### src/hdl/mahd_pkg.sv
// Shared types, constants and lookup tables for the MPEG audio header decoder.
package mahd_pkg;

  localparam logic [7:0] SYNC_BYTE  = 8'hff;
  localparam logic [7:0] SYNC_MASK  = 8'hf0;
  localparam logic [7:0] LAYER_MASK = 8'h06;
  localparam logic [7:0] RATE_MASK  = 8'hf0;
  localparam logic [7:0] FREQ_MASK  = 8'h0c;

  localparam logic [1:0] STATUS_OK      = 2'd0;
  localparam logic [1:0] STATUS_NO_SYNC = 2'd1;
  localparam logic [1:0] STATUS_OVERRUN = 2'd2;

  localparam logic [1:0] LAYER_I   = 2'd0;
  localparam logic [1:0] LAYER_II  = 2'd1;
  localparam logic [1:0] LAYER_III = 2'd2;

  localparam logic [1:0] MODE_JOINT  = 2'd1;
  localparam logic [1:0] MODE_SINGLE = 2'd3;

  localparam logic [1:0] SFI_44K = 2'd0;
  localparam logic [1:0] SFI_48K = 2'd1;
  localparam logic [1:0] SFI_32K = 2'd2;

  localparam logic [2:0] TAB_LSF = 3'd4;
  localparam logic [5:0] SB_ALL  = 6'd32;

  // Reciprocal scale: quotient estimate is (x * recip) >> RECIP_SHIFT.
  localparam int RECIP_SHIFT = 28;

  localparam logic [8:0] RATE_KBPS [0:4][0:15] = '{
    '{9'd0, 9'd32, 9'd64, 9'd96, 9'd128, 9'd160, 9'd192, 9'd224,
      9'd256, 9'd288, 9'd320, 9'd352, 9'd384, 9'd416, 9'd448, 9'd0},
    '{9'd0, 9'd32, 9'd48, 9'd56, 9'd64, 9'd80, 9'd96, 9'd112,
      9'd128, 9'd160, 9'd192, 9'd224, 9'd256, 9'd320, 9'd384, 9'd0},
    '{9'd0, 9'd32, 9'd40, 9'd48, 9'd56, 9'd64, 9'd80, 9'd96,
      9'd112, 9'd128, 9'd160, 9'd192, 9'd224, 9'd256, 9'd320, 9'd0},
    '{9'd0, 9'd32, 9'd48, 9'd56, 9'd64, 9'd80, 9'd96, 9'd112,
      9'd128, 9'd144, 9'd160, 9'd176, 9'd192, 9'd224, 9'd256, 9'd0},
    '{9'd0, 9'd8, 9'd16, 9'd24, 9'd32, 9'd40, 9'd48, 9'd56,
      9'd64, 9'd80, 9'd96, 9'd112, 9'd128, 9'd144, 9'd160, 9'd0}
  };

  localparam logic [15:0] FS_HZ [0:1][0:3] = '{
    '{16'd44100, 16'd48000, 16'd32000, 16'd0},
    '{16'd22050, 16'd24000, 16'd16000, 16'd0}
  };

  localparam logic [5:0] L2_LIMIT [0:4] = '{6'd27, 6'd30, 6'd8, 6'd12, 6'd30};

  // Divisor per sample-rate index after common factors are taken out of the numerator.
  localparam logic [8:0]  DIV_VALUE [0:3] = '{9'd441, 9'd48, 9'd32, 9'd32};
  localparam logic [23:0] DIV_RECIP [0:3] =
    '{24'd608697, 24'd5592405, 24'd8388608, 24'd8388608};

  typedef struct packed {
    logic        bad;
    logic        swp;
    logic        lsf;
    logic [1:0]  layer;
    logic [1:0]  mode;
    logic        crc;
    logic [8:0]  kbps;
    logic [15:0] hz;
    logic [1:0]  sfi;
    logic        pad;
    logic [1:0]  ext;
    logic [15:0] avail;
  } hdr_t;

  typedef struct packed {
    logic        bad;
    logic        swp;
    logic        lsf;
    logic [1:0]  layer;
    logic [1:0]  mode;
    logic        crc;
    logic [8:0]  kbps;
    logic [15:0] hz;
    logic        pad;
    logic [15:0] avail;
    logic [2:0]  alloc_table;
    logic [5:0]  subband_limit;
    logic [5:0]  stereo_bound;
  } info_t;

  typedef struct packed {
    logic s2;
    logic s3;
    logic s4;
  } adv_t;

  function automatic logic hdr_ok(input logic [7:0] s, input logic [7:0] l,
                                  input logic [7:0] r);
    hdr_ok = (s == SYNC_BYTE) && ((l & SYNC_MASK) == SYNC_MASK) &&
             ((l & LAYER_MASK) != 8'd0) && ((r & RATE_MASK) != RATE_MASK) &&
             ((r & FREQ_MASK) != FREQ_MASK);
  endfunction

endpackage

### src/hdl/mahd_ifs.sv
// Valid/ready channel interfaces for header words and decoded results.
interface mahd_in_if;
  logic        valid;
  logic        ready;
  logic [7:0]  byte0;
  logic [7:0]  byte1;
  logic [7:0]  byte2;
  logic [7:0]  byte3;
  logic [15:0] buffer_bytes;

  modport source (output valid, byte0, byte1, byte2, byte3, buffer_bytes, input ready);
  modport sink (input valid, byte0, byte1, byte2, byte3, buffer_bytes, output ready);
endinterface

interface mahd_out_if;
  logic        valid;
  logic        ready;
  logic [1:0]  status;
  logic        swapped16;
  logic        lsf;
  logic [1:0]  layer;
  logic [1:0]  channel_mode;
  logic        crc_present;
  logic [8:0]  bitrate_kbps;
  logic [15:0] sample_rate_hz;
  logic [11:0] frame_bytes;
  logic [2:0]  alloc_table;
  logic [5:0]  subband_limit;
  logic [5:0]  stereo_bound;

  modport source (output valid, status, swapped16, lsf, layer, channel_mode, crc_present,
                  bitrate_kbps, sample_rate_hz, frame_bytes, alloc_table, subband_limit,
                  stereo_bound, input ready);
  modport sink (input valid, status, swapped16, lsf, layer, channel_mode, crc_present,
                bitrate_kbps, sample_rate_hz, frame_bytes, alloc_table, subband_limit,
                stereo_bound, output ready);
endinterface

### src/hdl/mahd_parse.sv
// Stage 1: sync search in both byte orders, field extraction and rate lookups.
module mahd_parse import mahd_pkg::*; (
  input  logic        clk,
  input  logic        en,
  input  logic [7:0]  byte0,
  input  logic [7:0]  byte1,
  input  logic [7:0]  byte2,
  input  logic [7:0]  byte3,
  input  logic [15:0] buffer_bytes,
  output hdr_t        hdr_r
);

  logic       ok_plain;
  logic       ok_swap;
  logic [7:0] h1;
  logic [7:0] h2;
  logic [7:0] h3;
  logic [1:0] layer;
  logic       lsf;
  logic [2:0] row;
  hdr_t       hdr_nxt;

  assign ok_plain = hdr_ok(byte0, byte1, byte2);
  assign ok_swap  = hdr_ok(byte1, byte0, byte3);

  always_comb begin
    if (ok_plain) begin
      h1 = byte1;
      h2 = byte2;
      h3 = byte3;
    end else begin
      h1 = byte0;
      h2 = byte3;
      h3 = byte2;
    end
  end

  assign lsf   = ~h1[3];
  assign layer = 2'd3 - h1[2:1];

  always_comb begin
    if (lsf) begin
      row = (layer == LAYER_I) ? 3'd3 : 3'd4;
    end else begin
      row = {1'b0, layer};
    end
  end

  always_comb begin
    hdr_nxt.bad   = ~ok_plain & ~ok_swap;
    hdr_nxt.swp   = ~ok_plain;
    hdr_nxt.lsf   = lsf;
    hdr_nxt.layer = layer;
    hdr_nxt.mode  = h3[7:6];
    hdr_nxt.crc   = ~h1[0];
    hdr_nxt.kbps  = RATE_KBPS[row][h2[7:4]];
    hdr_nxt.hz    = FS_HZ[lsf][h2[3:2]];
    hdr_nxt.sfi   = h2[3:2];
    hdr_nxt.pad   = h2[1];
    hdr_nxt.ext   = h3[5:4];
    hdr_nxt.avail = buffer_bytes;
  end

  always_ff @(posedge clk) begin
    if (en) begin
      hdr_r <= hdr_nxt;
    end
  end

endmodule

### src/hdl/mahd_len_div.sv
// Stages 2-4: Layer II table choice, slot numerator and reciprocal divide by rate.
module mahd_len_div import mahd_pkg::*; (
  input  logic        clk,
  input  adv_t        adv,
  input  hdr_t        hdr,
  output info_t       info_r,
  output logic [11:0] quot_r
);

  logic [8:0]  slots;
  logic [17:0] num;
  logic [8:0]  ch;
  logic [2:0]  tab;
  logic [5:0]  limit;
  logic [2:0]  ext1;
  logic [5:0]  bound;
  info_t       info2_nxt;
  info_t       info2_r;
  info_t       info3_r;
  logic [19:0] x2_nxt;
  logic [19:0] x2_r;
  logic [1:0]  sfi2_r;
  logic [43:0] prod;
  logic [19:0] x3_r;
  logic [1:0]  sfi3_r;
  logic [11:0] qest3_r;
  logic [20:0] qd;
  logic [20:0] rem;
  logic [11:0] quot_nxt;

  // Stage 2
  always_comb begin
    case (hdr.layer)
      LAYER_I:  slots = hdr.lsf ? 9'd24 : 9'd12;
      LAYER_II: slots = hdr.lsf ? 9'd288 : 9'd144;
      default:  slots = 9'd144;
    endcase
  end

  assign num = {9'd0, hdr.kbps} * {9'd0, slots};

  always_comb begin
    if (hdr.sfi == SFI_44K) begin
      x2_nxt = {2'd0, num} * 20'd10;
    end else begin
      x2_nxt = {2'd0, num};
    end
  end

  assign ch = (hdr.mode == MODE_SINGLE) ? hdr.kbps : {1'b0, hdr.kbps[8:1]};

  always_comb begin
    if (hdr.lsf) begin
      tab = TAB_LSF;
    end else if ((hdr.sfi == SFI_48K && ch >= 9'd56) || (ch >= 9'd56 && ch <= 9'd80)) begin
      tab = 3'd0;
    end else if (hdr.sfi != SFI_48K && ch >= 9'd96) begin
      tab = 3'd1;
    end else if (hdr.sfi != SFI_32K && ch <= 9'd48) begin
      tab = 3'd2;
    end else begin
      tab = 3'd3;
    end
  end

  assign limit = (hdr.layer == LAYER_II) ? L2_LIMIT[tab] : SB_ALL;
  assign ext1  = {1'b0, hdr.ext} + 3'd1;

  always_comb begin
    bound = limit;
    if (hdr.mode == MODE_JOINT && hdr.layer != LAYER_III) begin
      bound = ({1'b0, ext1, 2'b00} > limit) ? limit : {1'b0, ext1, 2'b00};
    end
  end

  always_comb begin
    info2_nxt.bad           = hdr.bad;
    info2_nxt.swp           = hdr.swp;
    info2_nxt.lsf           = hdr.lsf;
    info2_nxt.layer         = hdr.layer;
    info2_nxt.mode          = hdr.mode;
    info2_nxt.crc           = hdr.crc;
    info2_nxt.kbps          = hdr.kbps;
    info2_nxt.hz            = hdr.hz;
    info2_nxt.pad           = hdr.pad;
    info2_nxt.avail         = hdr.avail;
    info2_nxt.alloc_table   = (hdr.layer == LAYER_II) ? tab : 3'd0;
    info2_nxt.subband_limit = limit;
    info2_nxt.stereo_bound  = bound;
  end

  always_ff @(posedge clk) begin
    if (adv.s2) begin
      info2_r <= info2_nxt;
      x2_r    <= x2_nxt;
      sfi2_r  <= hdr.sfi;
    end
  end

  // Stage 3: quotient estimate, low by at most one
  assign prod = {24'd0, x2_r} * {20'd0, DIV_RECIP[sfi2_r]};

  always_ff @(posedge clk) begin
    if (adv.s3) begin
      info3_r <= info2_r;
      x3_r    <= x2_r;
      sfi3_r  <= sfi2_r;
      qest3_r <= prod[RECIP_SHIFT+11:RECIP_SHIFT];
    end
  end

  // Stage 4: remainder check and correction
  assign qd       = {9'd0, qest3_r} * {12'd0, DIV_VALUE[sfi3_r]};
  assign rem      = {1'b0, x3_r} - qd;
  assign quot_nxt = (rem >= {12'd0, DIV_VALUE[sfi3_r]}) ? qest3_r + 12'd1 : qest3_r;

  always_ff @(posedge clk) begin
    if (adv.s4) begin
      info_r <= info3_r;
      quot_r <= quot_nxt;
    end
  end

endmodule

### src/hdl/mpeg_audio_header_decode.sv
// Top level: MPEG audio frame header decoder, five-stage valid/ready pipeline.
// Throughput: one word per cycle while out_ch.ready holds; the reciprocal divide stages set the depth.
// A stalled output holds each full stage that has no empty stage after it; empty stages still fill.
// Reset clears the stage valid bits only; data registers are not reset.
module mpeg_audio_header_decode import mahd_pkg::*; (
  input  logic clk,
  input  logic rst_n,
  mahd_in_if.sink    in_ch,
  mahd_out_if.source out_ch
);

  typedef struct packed {
    logic [1:0]  status;
    logic        swapped16;
    logic        lsf;
    logic [1:0]  layer;
    logic [1:0]  channel_mode;
    logic        crc_present;
    logic [8:0]  bitrate_kbps;
    logic [15:0] sample_rate_hz;
    logic [11:0] frame_bytes;
    logic [2:0]  alloc_table;
    logic [5:0]  subband_limit;
    logic [5:0]  stereo_bound;
  } res_t;

  logic [4:0]  v_r;
  logic [4:0]  en;
  adv_t        adv;
  hdr_t        hdr;
  info_t       info;
  logic [11:0] quot;
  logic [11:0] len_pad;
  logic [11:0] len;
  logic        free_fmt;
  res_t        res_nxt;
  res_t        res_r;

  assign en[4] = ~v_r[4] | out_ch.ready;
  assign en[3] = ~v_r[3] | en[4];
  assign en[2] = ~v_r[2] | en[3];
  assign en[1] = ~v_r[1] | en[2];
  assign en[0] = ~v_r[0] | en[1];

  assign in_ch.ready = en[0];

  assign adv.s2 = en[1];
  assign adv.s3 = en[2];
  assign adv.s4 = en[3];

  always_ff @(posedge clk) begin
    if (!rst_n) begin
      v_r <= '0;
    end else begin
      if (en[0]) v_r[0] <= in_ch.valid;
      if (en[1]) v_r[1] <= v_r[0];
      if (en[2]) v_r[2] <= v_r[1];
      if (en[3]) v_r[3] <= v_r[2];
      if (en[4]) v_r[4] <= v_r[3];
    end
  end

  mahd_parse u_parse (
    .clk          (clk),
    .en           (en[0]),
    .byte0        (in_ch.byte0),
    .byte1        (in_ch.byte1),
    .byte2        (in_ch.byte2),
    .byte3        (in_ch.byte3),
    .buffer_bytes (in_ch.buffer_bytes),
    .hdr_r        (hdr)
  );

  mahd_len_div u_len_div (
    .clk    (clk),
    .adv    (adv),
    .hdr    (hdr),
    .info_r (info),
    .quot_r (quot)
  );

  // Stage 5: padding, Layer I slot scaling, buffer check
  assign len_pad  = quot + {11'd0, info.pad};
  assign len      = (info.layer == LAYER_I) ? {len_pad[9:0], 2'b00} : len_pad;
  assign free_fmt = (info.kbps == 9'd0);

  always_comb begin
    if (info.bad) begin
      res_nxt        = '0;
      res_nxt.status = STATUS_NO_SYNC;
    end else begin
      res_nxt.status         = (!free_fmt && ({4'd0, len} > info.avail)) ?
                               STATUS_OVERRUN : STATUS_OK;
      res_nxt.swapped16      = info.swp;
      res_nxt.lsf            = info.lsf;
      res_nxt.layer          = info.layer;
      res_nxt.channel_mode   = info.mode;
      res_nxt.crc_present    = info.crc;
      res_nxt.bitrate_kbps   = info.kbps;
      res_nxt.sample_rate_hz = info.hz;
      res_nxt.frame_bytes    = free_fmt ? 12'd0 : len;
      res_nxt.alloc_table    = info.alloc_table;
      res_nxt.subband_limit  = info.subband_limit;
      res_nxt.stereo_bound   = info.stereo_bound;
    end
  end

  always_ff @(posedge clk) begin
    if (en[4]) begin
      res_r <= res_nxt;
    end
  end

  assign out_ch.valid          = v_r[4];
  assign out_ch.status         = res_r.status;
  assign out_ch.swapped16      = res_r.swapped16;
  assign out_ch.lsf            = res_r.lsf;
  assign out_ch.layer          = res_r.layer;
  assign out_ch.channel_mode   = res_r.channel_mode;
  assign out_ch.crc_present    = res_r.crc_present;
  assign out_ch.bitrate_kbps   = res_r.bitrate_kbps;
  assign out_ch.sample_rate_hz = res_r.sample_rate_hz;
  assign out_ch.frame_bytes    = res_r.frame_bytes;
  assign out_ch.alloc_table    = res_r.alloc_table;
  assign out_ch.subband_limit  = res_r.subband_limit;
  assign out_ch.stereo_bound   = res_r.stereo_bound;

endmodule
### src/flat_wrapper.sv
// flat-port wrapper written by rule: the top's interface ports become plain ports
module mpeg_audio_header_decode_flat import mahd_pkg::*;
  (clk, rst_n, in_ch_valid, in_ch_byte0, in_ch_byte1, in_ch_byte2, in_ch_byte3, in_ch_buffer_bytes, in_ch_ready, out_ch_valid, out_ch_status, out_ch_swapped16, out_ch_lsf, out_ch_layer, out_ch_channel_mode, out_ch_crc_present, out_ch_bitrate_kbps, out_ch_sample_rate_hz, out_ch_frame_bytes, out_ch_alloc_table, out_ch_subband_limit, out_ch_stereo_bound, out_ch_ready);
  mahd_in_if in_ch_i ();
  mahd_out_if out_ch_i ();
  input  logic clk;
  input  logic rst_n;
  input wire logic [$bits(in_ch_i.valid)-1:0] in_ch_valid;
  input wire logic [$bits(in_ch_i.byte0)-1:0] in_ch_byte0;
  input wire logic [$bits(in_ch_i.byte1)-1:0] in_ch_byte1;
  input wire logic [$bits(in_ch_i.byte2)-1:0] in_ch_byte2;
  input wire logic [$bits(in_ch_i.byte3)-1:0] in_ch_byte3;
  input wire logic [$bits(in_ch_i.buffer_bytes)-1:0] in_ch_buffer_bytes;
  output wire logic [$bits(in_ch_i.ready)-1:0] in_ch_ready;
  output wire logic [$bits(out_ch_i.valid)-1:0] out_ch_valid;
  output wire logic [$bits(out_ch_i.status)-1:0] out_ch_status;
  output wire logic [$bits(out_ch_i.swapped16)-1:0] out_ch_swapped16;
  output wire logic [$bits(out_ch_i.lsf)-1:0] out_ch_lsf;
  output wire logic [$bits(out_ch_i.layer)-1:0] out_ch_layer;
  output wire logic [$bits(out_ch_i.channel_mode)-1:0] out_ch_channel_mode;
  output wire logic [$bits(out_ch_i.crc_present)-1:0] out_ch_crc_present;
  output wire logic [$bits(out_ch_i.bitrate_kbps)-1:0] out_ch_bitrate_kbps;
  output wire logic [$bits(out_ch_i.sample_rate_hz)-1:0] out_ch_sample_rate_hz;
  output wire logic [$bits(out_ch_i.frame_bytes)-1:0] out_ch_frame_bytes;
  output wire logic [$bits(out_ch_i.alloc_table)-1:0] out_ch_alloc_table;
  output wire logic [$bits(out_ch_i.subband_limit)-1:0] out_ch_subband_limit;
  output wire logic [$bits(out_ch_i.stereo_bound)-1:0] out_ch_stereo_bound;
  input wire logic [$bits(out_ch_i.ready)-1:0] out_ch_ready;
  assign in_ch_i.valid = in_ch_valid;
  assign in_ch_i.byte0 = in_ch_byte0;
  assign in_ch_i.byte1 = in_ch_byte1;
  assign in_ch_i.byte2 = in_ch_byte2;
  assign in_ch_i.byte3 = in_ch_byte3;
  assign in_ch_i.buffer_bytes = in_ch_buffer_bytes;
  assign in_ch_ready = in_ch_i.ready;
  assign out_ch_valid = out_ch_i.valid;
  assign out_ch_status = out_ch_i.status;
  assign out_ch_swapped16 = out_ch_i.swapped16;
  assign out_ch_lsf = out_ch_i.lsf;
  assign out_ch_layer = out_ch_i.layer;
  assign out_ch_channel_mode = out_ch_i.channel_mode;
  assign out_ch_crc_present = out_ch_i.crc_present;
  assign out_ch_bitrate_kbps = out_ch_i.bitrate_kbps;
  assign out_ch_sample_rate_hz = out_ch_i.sample_rate_hz;
  assign out_ch_frame_bytes = out_ch_i.frame_bytes;
  assign out_ch_alloc_table = out_ch_i.alloc_table;
  assign out_ch_subband_limit = out_ch_i.subband_limit;
  assign out_ch_stereo_bound = out_ch_i.stereo_bound;
  assign out_ch_i.ready = out_ch_ready;
  mpeg_audio_header_decode u_core (.clk(clk), .rst_n(rst_n), .in_ch(in_ch_i), .out_ch(out_ch_i));
endmodule
### config.mk
export PLATFORM = sky130hd
export DESIGN_NAME = mpeg_audio_header_decode_flat
export DESIGN_NICKNAME = d
export VERILOG_FILES = /design/src/hdl/mahd_pkg.sv /design/src/hdl/mahd_ifs.sv /design/src/hdl/mahd_parse.sv /design/src/hdl/mahd_len_div.sv /design/src/hdl/mpeg_audio_header_decode.sv /design/src/flat_wrapper.sv
export SDC_FILE = /design/constraint.sdc
export NUM_CORES = 1
export LEC_CHECK = 0
export BUFFER_PORTS_ARGS = -buffer_cell sky130_fd_sc_hd__buf_2
export CORE_MARGIN = 2
export CORE_UTILIZATION = 57
export DETAILED_ROUTE_END_ITERATION = 6
export GPL_TIMING_DRIVEN = 0
export HOLD_SLACK_MARGIN = 0.12
export MAX_ROUTING_LAYER = met4
export PLACE_DENSITY = 0.75
export SETUP_SLACK_MARGIN = 0.05
export SLEW_MARGIN = 20
export SYNTH_ARGS = -nofsm -noshare
export SYNTH_HDL_FRONTEND = slang
export SYNTH_SLANG_ARGS = --single-unit
### constraint.sdc
create_clock -name clk -period 12.09 [get_ports clk]
set_clock_uncertainty 0.2 [all_clocks]
set_input_delay 1.209 -clock clk [delete_from_list [all_inputs] [get_ports clk]]
set_output_delay 1.209 -clock clk [all_outputs]
set_load 0.01 [all_outputs]
* Yosys cells after proc, flatten, opt, wreduce, memory -nomap -nowiden *
Memories as Yosys holds them, arrays and structs flattened.
Index checks and enable logic that the tools add are counted.

cells by class
  add/sub/neg operators = 5
  multiply operators = 4
  $lt $le $gt $ge = 14
  equality and inequality tests = 15
  mux-type cells = 39
  bitwise gates (word level) = 22
  reduce and logical (&&, ||, !) cells = 24

operators with widths
  kind                   number
  $mux 144               2
  $mux 64                3
  $mux 9                 6
  $bmux 24 s2            1
  $mux 24                2
  $mul 20x24->40         1
  $bmux 9 s4             1
  $bmux 16 s2            1
  $mux 16                2
  $mux 6                 5
  $mux 12                2
  $ge 21x9->1            1
  $mul 12x9->21          1
  $sub 20x21->21         1
  $mul 18x3->19 const B  1
  $bmux 9 s2             1
  $mul 9x9->18           1
  $mux 18                1
  $pmux 9 s2             1
  $eq 8x8->1 const B     2
  $gt 12x16->1           1
  $mux 8                 2
  $reduce_bool 8->1      2
  $logic_and 1x1->1      14
  other kinds (36)       68

word-level totals
  bits in registers = 383
  bits in read-only memories = 1200
  input bits = 52
  output and inout bits = 63
  logic and storage cells = 201
  memories kept = 2

memory list
  memory           depth  bits a word  read ports  clocked after memory_dff  wr ports  line                text
  (no name shown)  8      144          1           0                         0         mahd_parse.sv:56    hdr_nxt.kbps = RATE_KBPS[row][h2[7:4]];
  (no name shown)  8      6            1           0                         0         mahd_len_div.sv:66  assign limit = (hdr.layer == LAYER_II) ? L2_LIMIT[tab] : SB_ALL;

* Logic depth before layout (Yosys ltp) *
Gate-level depths: netlist of run 1.

  word-level depth = 17
  gate-level depth with buffers = 27
  gate-level depth less buffers = 26

* Modules after synthesis *
A second synthesis of run 1 with hierarchy kept.

second synthesis, totals
  cells, all modules = 2510
  area total of the unflattened synthesis = 29527.1 um^2

modules (own cells, without submodules)
  module                    instances  cells each  area each (um^2)  seq. area each (um^2)
  mahd_len_div              1          2006        23585.1           7687.4
  mpeg_audio_header_decode  1          272         3230.6            1931.9
  mahd_parse                1          232         2711.4            1411.4

* Worst setup path after synthesis of run 1 *
No wires, ideal clock.

  kind = flip-flop to flip-flop
  from = reg u_core.u_len_div.sfi2_r[1]
  to = reg u_core.u_len_div.qest3_r[4] (data pin)
  arrival = 6.690 ns
  required time = 11.632 ns
  path slack = 4.943 ns
  cell stages (with the launch flop) = 23
  period minus slack after synthesis = 7.147 ns
  cell sequence = edfxtp_1 > clkbuf_1 > nor2b_1 > nor2b_1 > fa_1 > fa_1 > inv_1 > fa_1 > fa_1 > inv_1 > fa_1 > fa_1 > ha_1 > ha_1 > o41ai_1 > a21oi_1 > a211o_1 > a221o_1 > and2_1 > o21a_1 > o21a_1 > nor2_1 > xnor2_1

on the way
  longest elaborated chain between the ends = 5

ends and longest elaborated chain
  item                                         line                 text
  from (decl)                                  mahd_len_div.sv:22   logic [1:0] sfi2_r;
  from (signal assigned)                       mahd_len_div.sv:96   sfi2_r <= hdr.sfi;
  $not 2->3 (not written as such)              mahd_len_div.sv:101  assign prod = {24'd0, x2_r} * {20'd0, DIV_RECIP[sfi2_r]};
  $bmux 24 s2                                  mahd_len_div.sv:101
  $mux 24 (not written as such) (2 in series)  mahd_len_div.sv:101
  $mul 20x24->40                               mahd_len_div.sv:101
  named net u_core.u_len_div.prod[32]          mahd_len_div.sv:23   logic [43:0] prod;
  to (signal assigned)                         mahd_len_div.sv:108  qest3_r <= prod[RECIP_SHIFT+11:RECIP_SHIFT];
  to (decl)                                    mahd_len_div.sv:26   logic [11:0] qest3_r;

The timed path passes the listed nets, and every way through them passes these cells. The select of a mux whose other input is x is not followed.
A chain may end at the register's enable or synchronous reset.

* Worst setup path after layout of run 1 *
  from = reg u_core.u_len_div.sfi2_r[1]
  to = reg u_core.u_len_div.qest3_r[11] (data pin)

The elaborated chain is that of the path after synthesis.

==> results of run 1 <==
[critical path, delay by kind of cell (launching register included)]
family / cells / cell delay (ns)
compound gates: 7 / 2.00
flops: 1 / 0.42
fa+ha+maj: 8 / 3.64
simple gates: 3 / 1.33
xor+xnor: 1 / 0.09
buf+inv: 3 / 0.36
[cells in the mapped netlist (17+ instances only)]
cell and instances:
nand3_1 19, inv_1 447, nor2_1 70, o21ai_0 49, o21a_1 17, nand2b_1 34
and3_1 18, xor2_1 20, xnor2_1 45, a21oi_1 72, edfxtp_1 329, ha_1 315
nor3_1 22, fa_1 242, and2_1 46, a21o_1 22, nand2_1 114, clkbuf_1 34
nor2b_1 81
[cell families after synthesis]
kind of cell,count (synthesis),synth area share [%]
simple gates,447,9.13
mux,24,1.00
flops,334,39.4
fa+ha+maj,557,34.6
xor+xnor,65,2.24
compound gates,241,6.12
buf+inv,496,7.49
other cells,1,0.0148
[metal layers]
layer	routed length, um	part of all wire [%]	up-vias
met2	25200	48	370
met3	2350	4.5	81
met1	23600	45	7764
li1	-	-	7502
met4	1170	2.2	0
met5	0	0	-
[registers in the layout (all words and copies together) (netlist names), 2 cells and up]
| signal | count |
|---|---|
| u_core.u_len_div.info2_r | 57 |
| u_core.out_ch.status | 2 |
| u_core.u_len_div.quot_r | 12 |
| u_core.out_ch.frame_bytes | 12 |
| u_core.u_len_div.x3_r | 15 |
| u_core.out_ch.channel_mode | 2 |
| u_core.u_len_div.sfi2_r | 2 |
| u_core.out_ch.stereo_bound | 6 |
| u_core.out_ch.alloc_table | 3 |
| u_core.out_ch.subband_limit | 5 |
| u_core.out_ch.bitrate_kbps | 6 |
| u_core.u_len_div.qest3_r | 12 |
| u_core.u_parse.hdr_r | 47 |
| u_core.u_len_div.sfi3_r | 2 |
| u_core.u_len_div.info_r | 57 |
| u_core.out_ch.sample_rate_hz | 12 |
| u_core.v_r | 5 |
| u_core.u_len_div.x2_r | 15 |
| u_core.u_len_div.info3_r | 57 |
| u_core.out_ch.layer | 2 |
[stage by stage]
step / total power [mW] / instances / setup WS, ns / cell area, sq um
floorplan: 4.86 / 2170 / 4.94 / 25400
global placement: 5.84 / 2868 / 3.93 / 26700
detailed placement: 5.90 / 2872 / 3.85 / 26800
CTS: 7.02 / 2932 / 3.81 / 27900
global route: 7.70 / 2932 / 3.30 / 27900
finish: 6.98 / 2932 / 3.77 / 27900
[power groups by stage]
stage	Combinational, mW	Sequential, mW	Clock [mW]
after floorplan	3.36	1.50	0
after CTS	4.43	1.53	1.06
after global routing	5.05	1.54	1.10
after global placement	4.29	1.54	0
after detailed placement	4.35	1.55	0
final	4.41	1.53	1.04
[layout make-up]
cell class / count / area [sq um]
Fill cell: 3359 / 16100
Multi-Input combinational cell: 1340 / 13500
Sequential cell: 334 / 9980
Inverter: 450 / 1690
Clock buffer: 39 / 870
Tap cell: 592 / 741
Timing Repair Buffer: 110 / 626
Clock inverter: 21 / 259
Buffer: 46 / 211
[final timing paths]
| path | endpoint | cells past startpoint |
|---|---|---|
| max | u_core.u_len_div.qest3_r[11]$_DFFE_PP_ | 22 |
| min reg2reg | u_core.u_len_div.info3_r[12]$_DFFE_PP_ | 0 |
| max reg2reg | u_core.u_len_div.qest3_r[11]$_DFFE_PP_ | 22 |
| min | u_core.u_len_div.info3_r[12]$_DFFE_PP_ | 0 |
==> key figures, run 1 <==
Global route
  • Antenna violations before repair: 1
  • Met2 GRT Util: 39.0%
  • Vias in the first global route: 16500
  • Met1 Use GR: 34.1%
  • GRT Resource Usage Total: 24.4%
  • First-pass GRT wire length: 86.8 mm
  • GR Overflow Total: 0
  • Met3 Track Usage GR: 2.31%
  • Largest net degree at the start of global routing: 63
  • Busiest grt layer: met2

Synthesis
  • Post-synthesis cell type count: 72
  • Register area share after synthesis: 39.4%
  • Syn_area_per_cell: 11.7 sq um
  • Yosys reg bits: 334
  • Cells after Synth: 2165
  • Post-synth EDFFs: 329
  • Async set-reset flop share out of synthesis: 0%
  • Dominant cells by area after synthesis: edfxtp_1, fa_1, ha_1, inv_1, nor2b_1
  • Main synth FF type: edfxtp_1
  • Warnings, synthesis: 0
  • Yosys top cell by area: edfxtp_1
  • Mapped Area: 0.0254 sq mm
  • Synth top area share: 39.0%

Min path
  • Worst Hold Launch: u_core.u_len_div.info2_r[12]$_SDFFCE_PN0P_
  • Min-delay worst type: reg -> reg

Clocking
  • Clk_lat worst skew: 0.52 ns
  • CTS clk-pin slew, worst paths: 0.06 ns
  • Post-CTS Setup Repair Bufs: 0
  • Clock Sink Count: 334
  • CTS tree: yes
  • Post-cts gate resize count: 0
  • Number of H-tree levels: 2
  • Hold_buf cts: 0
  • Clock buffer count from CTS: 34
  • Clock Tree Root: clkbuf_16
  • Max clock buf depth: 3

Run status
  • Status: finished clean

Critical path
  • Setup CP Type: reg -> reg
  • Reg2reg start: u_core.u_len_div.sfi2_r[1]$_DFFE_PP_
  • CP max stage cell: nor2b_1
  • Worst EP arrival: 8.38 ns
  • Worst EP required: 12.15 ns
  • Crit path max fanout: 10
  • R2r setup slk: 3.77 ns
  • Crit path from: u_core.u_len_div.sfi2_r[1]$_DFFE_PP_
  • Worst Setup Start Kind: flop
  • Crit. End Element: flop
  • CP cell instances: clkbuf_1 > nor2b_1 > nor2b_1 > fa_1 > fa_1 > inv_1 > fa_1 > fa_1 > inv_1 > fa_1 > fa_1 > ha_1 > ha_1 > o41ai_1 > a21oi_1 > a211o_1 > a221o_1 > a31oi_1 > o31ai_1 > o21a_1 > nor2_1 > xnor2_1
  • Max stage delay on crit path: 0.70 ns
  • Most used cell, CP: fa_1

Route
  • DRC Markers: 0
  • Final ANT Viol Nets: 0
  • Vias/cell: 5.36
  • Vias: 15700
  • Drt pass-1 iters: 5
  • Final WL: 52.3 mm
  • Wire per inst: 17.8 um
  • DR iter-0 viols: 1067

Floorplanning
  • Starting density of the core: 57.6%
  • I/O pins: 115
  • Die Footprint: 0.0462 sq mm
  • Die Height: 215 um
  • Core Area: 0.0440 sq mm
  • Die W: 215 um
  • Row count: 77

STA
  • Slew @ Worst Pin: 1.07 ns
  • Final period util: 68.8%
  • RSZ-0062 raised after global routing: false
  • Max frequency: 120 MHz
  • Final setup TNS: 0 ns
  • Final Hold Viols: 0
  • Slew HR: 28.8%
  • Crit path time final: 8.32 ns
  • Endpoints failing setup: 0
  • Final hold slack: 0.206 ns
  • Fin. max-slew vios: 0

Placement
  • Detailed Place HPWL: 42.2 mm
  • Buffers on Ports: 106
  • GP Congestion: 0.940

Power and ir drop
  • Switching Share: 44.4%
  • Combinational share of power: 63.2%
  • Pwr/cell area: 250 mW/mm^2
  • VDD IR-drop max: 0.418 mV
  • Pleak: 13.8 nW
  • Psw: 3.10 mW
  • Clk pwr share: 14.9%
  • Reg power frac: 21.9%
  • Internal power: 3.88 mW

Cells and area
  • Layout area overhead: 10.0%
  • Commonest non-fill, non-tap cell in the layout: inv_1
  • Utilization after layout: 63.4%
  • Nets: 2925
  • Leading cell types in the layout, fill and taps excluded: inv_1, edfxtp_1, ha_1
  • Layout cells sized above 1: 8.42%
  • Antenna cells: 0

Run
  • Max-cap viol count: 0
Power figures use the tool's default switching activity.
==> inputs of run 2 (changes only) <==
Settings changed: ABC_AREA set to 1.
Clock period 12.09 ns to 7.85 ns, I/O delays scaled along.
==> key figures, run 2 <==
Run status
  • Status: finished clean

Placement
  • Placed Area: 0.0280 sq mm
  • Detailed Place HPWL: 49.4 mm
  • GP Congestion: 1.01
  • Buffers on Ports: 106

Floorplanning
  • Die Height: 220 um
  • Die W: 220 um
  • Die Footprint: 0.0484 sq mm
  • Starting density of the core: 57.5%
  • Row count: 79
  • Core Area: 0.0463 sq mm
  • I/O pins: 115

Cells and area
  • Layout area overhead: 9.33%
  • Nets: 3440
  • Leading cell types in the layout, fill and taps excluded: inv_1, nand2_1, edfxtp_1
  • Commonest non-fill, non-tap cell in the layout: inv_1
  • Area occupied by registers: 0.00998 sq mm
  • Antenna cells: 0
  • Biggest registers after layout: u_core.u_len_div.info2_r (57), u_core.u_len_div.info3_r (57), u_core.u_len_div.info_r (57)
  • Layout cells sized above 1: 8.37%
  • Fill cell count: 3671
  • Design area: 0.0291 sq mm
  • Multi-input gate area: 0.0139 sq mm

Global route
  • First-pass GRT wire length: 94.4 mm
  • Largest net degree at the start of global routing: 61
  • Antenna violations before repair: 1
  • GR Overflow Total: 0
  • GRT Resource Usage Total: 25.8%
  • Vias in the first global route: 18200

Synthesis
  • Dominant cells by area after synthesis: edfxtp_1, fa_1, ha_1, inv_1, nand2_1
  • Post-synth EDFFs: 329
  • Yosys reg bits: 334
  • Post-synthesis cell type count: 52
  • Yosys top cell by area: edfxtp_1
  • Register area share after synthesis: 37.5%
  • Syn_area_per_cell: 9.92 sq um
  • Synth top area share: 37.1%
  • Synth top cells by count: inv_1, nand2_1, edfxtp_1
  • Async set-reset flop share out of synthesis: 0%
  • Mapped Area: 0.0266 sq mm
  • Main synth FF type: edfxtp_1
  • Warnings, synthesis: 0
  • Most common cell in the netlist: inv_1
  • Cells after Synth: 2683

STA
  • Crit path time final: 7.45 ns
  • Final period util: 94.9%
  • Final Hold Viols: 0
  • Max frequency: 134 MHz
  • Endpoints failing setup: 0
  • RSZ-0062 raised after global routing: false
  • Slew @ Worst Pin: 0.728 ns
  • Slew HR: 51.3%
  • Fin. max-slew vios: 0

Critical path
  • Setup CP Type: reg -> reg
  • Worst EP required: 7.96 ns
  • Worst EP arrival: 7.56 ns
  • Crit. End Element: flop
  • R2r setup slk: 0.40 ns
  • Crit path max fanout: 10
  • Worst Setup Start Kind: flop
  • Worst Reg-to-Reg Cells: 24

Clocking
  • Number of H-tree levels: 1
  • Clock buffer count from CTS: 31
  • CTS tree: yes
  • Clock Sink Count: 334
  • CTS clk-pin slew, worst paths: 0.06 ns
  • Clock Tree Root: clkbuf_16
  • Clk_lat worst skew: 0.58 ns
  • Post-CTS Setup Repair Bufs: 0
  • Max clock buf depth: 3

Power and ir drop
  • Total power: 12.3 mW
  • VDD IR-drop max: 1.06 mV
  • Pwr/cell area: 425 mW/mm^2
  • Pleak: 15.0 nW

Min path
  • Min-delay worst type: in -> reg
  • WHS Path Cells: 1

Route
  • DRC Markers: 0
  • Final ANT Viol Nets: 0
  • DR iter-0 viols: 1598
  • Vias: 18200
  • Drt pass-1 iters: 5
  • Wire per inst: 17.1 um
  • Vias/cell: 5.25
  • Final WL: 59.1 mm

Run
  • Max-cap viol count: 0
run 2: cell types whose count changed after synthesis, moves of 17 or more:
cell	change
xor2_1	+21
nand2_1	+280
nor2_1	+184
clkbuf_1	-20
nand2b_1	-34
inv_1	+216
nor2b_1	-81
and2_1	-45
nand3_1	+62
a21oi_1	+29
xnor2_1	-33
and3_1	-18
o21a_1	-17
run 2: power breakdown:
| part | total, mW | internal, mW | switching [mW] | leakage (nW) |
|---|---|---|---|---|
| Combinational | 8.50 | 3.08 | 5.43 | 10.8 |
| Sequential | 2.34 | 2.19 | 0.150 | 3.72 |
| Clock | 1.50 | 0.859 | 0.645 | 0.500 |
run 2: kinds of logic (layout without fill, tap and decap cells):
family	count (synthesis)	after routing	share of synthesized area [%]
AND/OR/NAND/NOR	814	814	12.8
buffers and inverters	712	880	10.3
adder cells (fa/ha/maj)	557	557	33.0
flip-flops	334	334	37.5
AO/OA/AOI/OAI	212	212	4.58
XOR/XNOR	53	53	1.74
other	1	6	0.0141
run 2: through the flow:
| step | util [%] | hold WS, ns | instances | setup WS (ns) | setup TNS [ns] |
|---|---|---|---|---|---|
| 2_1_floorplan | - | 0.200 | 2688 | 0.251 | 0 |
| 3_3_place_gp | 60.3 | 0.202 | 3401 | -2.47 | -258.14 |
| 3_5_place_dp | 60.6 | 0.205 | 3405 | -0.0172 | -0.0172 |
| 4_1_cts | 62.8 | 0.145 | 3463 | 0.110 | 0 |
| 5_1_grt | 62.9 | 0.155 | 3463 | 0.0507 | 0 |
| 6_report | 62.9 | 0.174 | 3463 | 0.402 | 0 |
run 2: path summary, 6_finish.rpt:
| kind | start | end |
|---|---|---|
| setup / recovery | u_core.u_len_div.sfi2_r[1]$_DFFE_PP_ | u_core.u_len_div.qest3_r[7]$_DFFE_PP_ |
| hold / removal | in_ch_buffer_bytes[8] | u_core.u_parse.hdr_r[8]$_DFFE_PP_ |
| setup reg to reg | u_core.u_len_div.sfi2_r[1]$_DFFE_PP_ | u_core.u_len_div.qest3_r[7]$_DFFE_PP_ |
| hold reg to reg | u_core.u_len_div.info3_r[5]$_DFFE_PP_ | u_core.u_len_div.info_r[5]$_DFFE_PP_ |
run 2: timing repair:
action	CTS	global route
hold buffers	0	0
hold endpoints to repair	0	0
endpoints found under the setup margin	2	10
resized for setup	1	14
run 2: metal layers:
layer / GRT usage (%) / up-vias / part of all wire (%)
met5: - / - / 0
met4: 5.82 / 0 / 2.1
met3: 2.94 / 102 / 6.0
met2: 41.1 / 616 / 47
met1: 35.9 / 8689 / 45
li1: - / 8760 / -
run 2: worst max-delay path, cell delays in order (launching register included):
cell and delay (ns):
edfxtp_1 0.46, buf_2 0.30, nor2_1 0.08, inv_1 0.21
buf_2 0.35, nor2_1 0.17, fa_1 0.50, inv_1 0.09
fa_1 0.57, inv_1 0.06, fa_1 0.50, inv_1 0.05
fa_1 0.46, fa_1 0.47, fa_1 0.59, inv_1 0.06
ha_1 0.30, ha_1 0.36, nand2_1 0.12, inv_1 0.08
a21oi_1 0.31, nor2_1 0.09, a2111oi_0 0.40, o21ai_1 0.19
xor2_1 0.20
run 2: area by class of cell:
class | count | share of cell area [%]
multi-input combinational | 1642 | 47.9
sequential | 334 | 34.3
inverter | 679 | 8.79
clock buffer | 43 | 2.89
tap | 607 | 2.61
timing repair buffer | 110 | 2.18
buffer | 33 | 0.684
clock inverter | 15 | 0.650
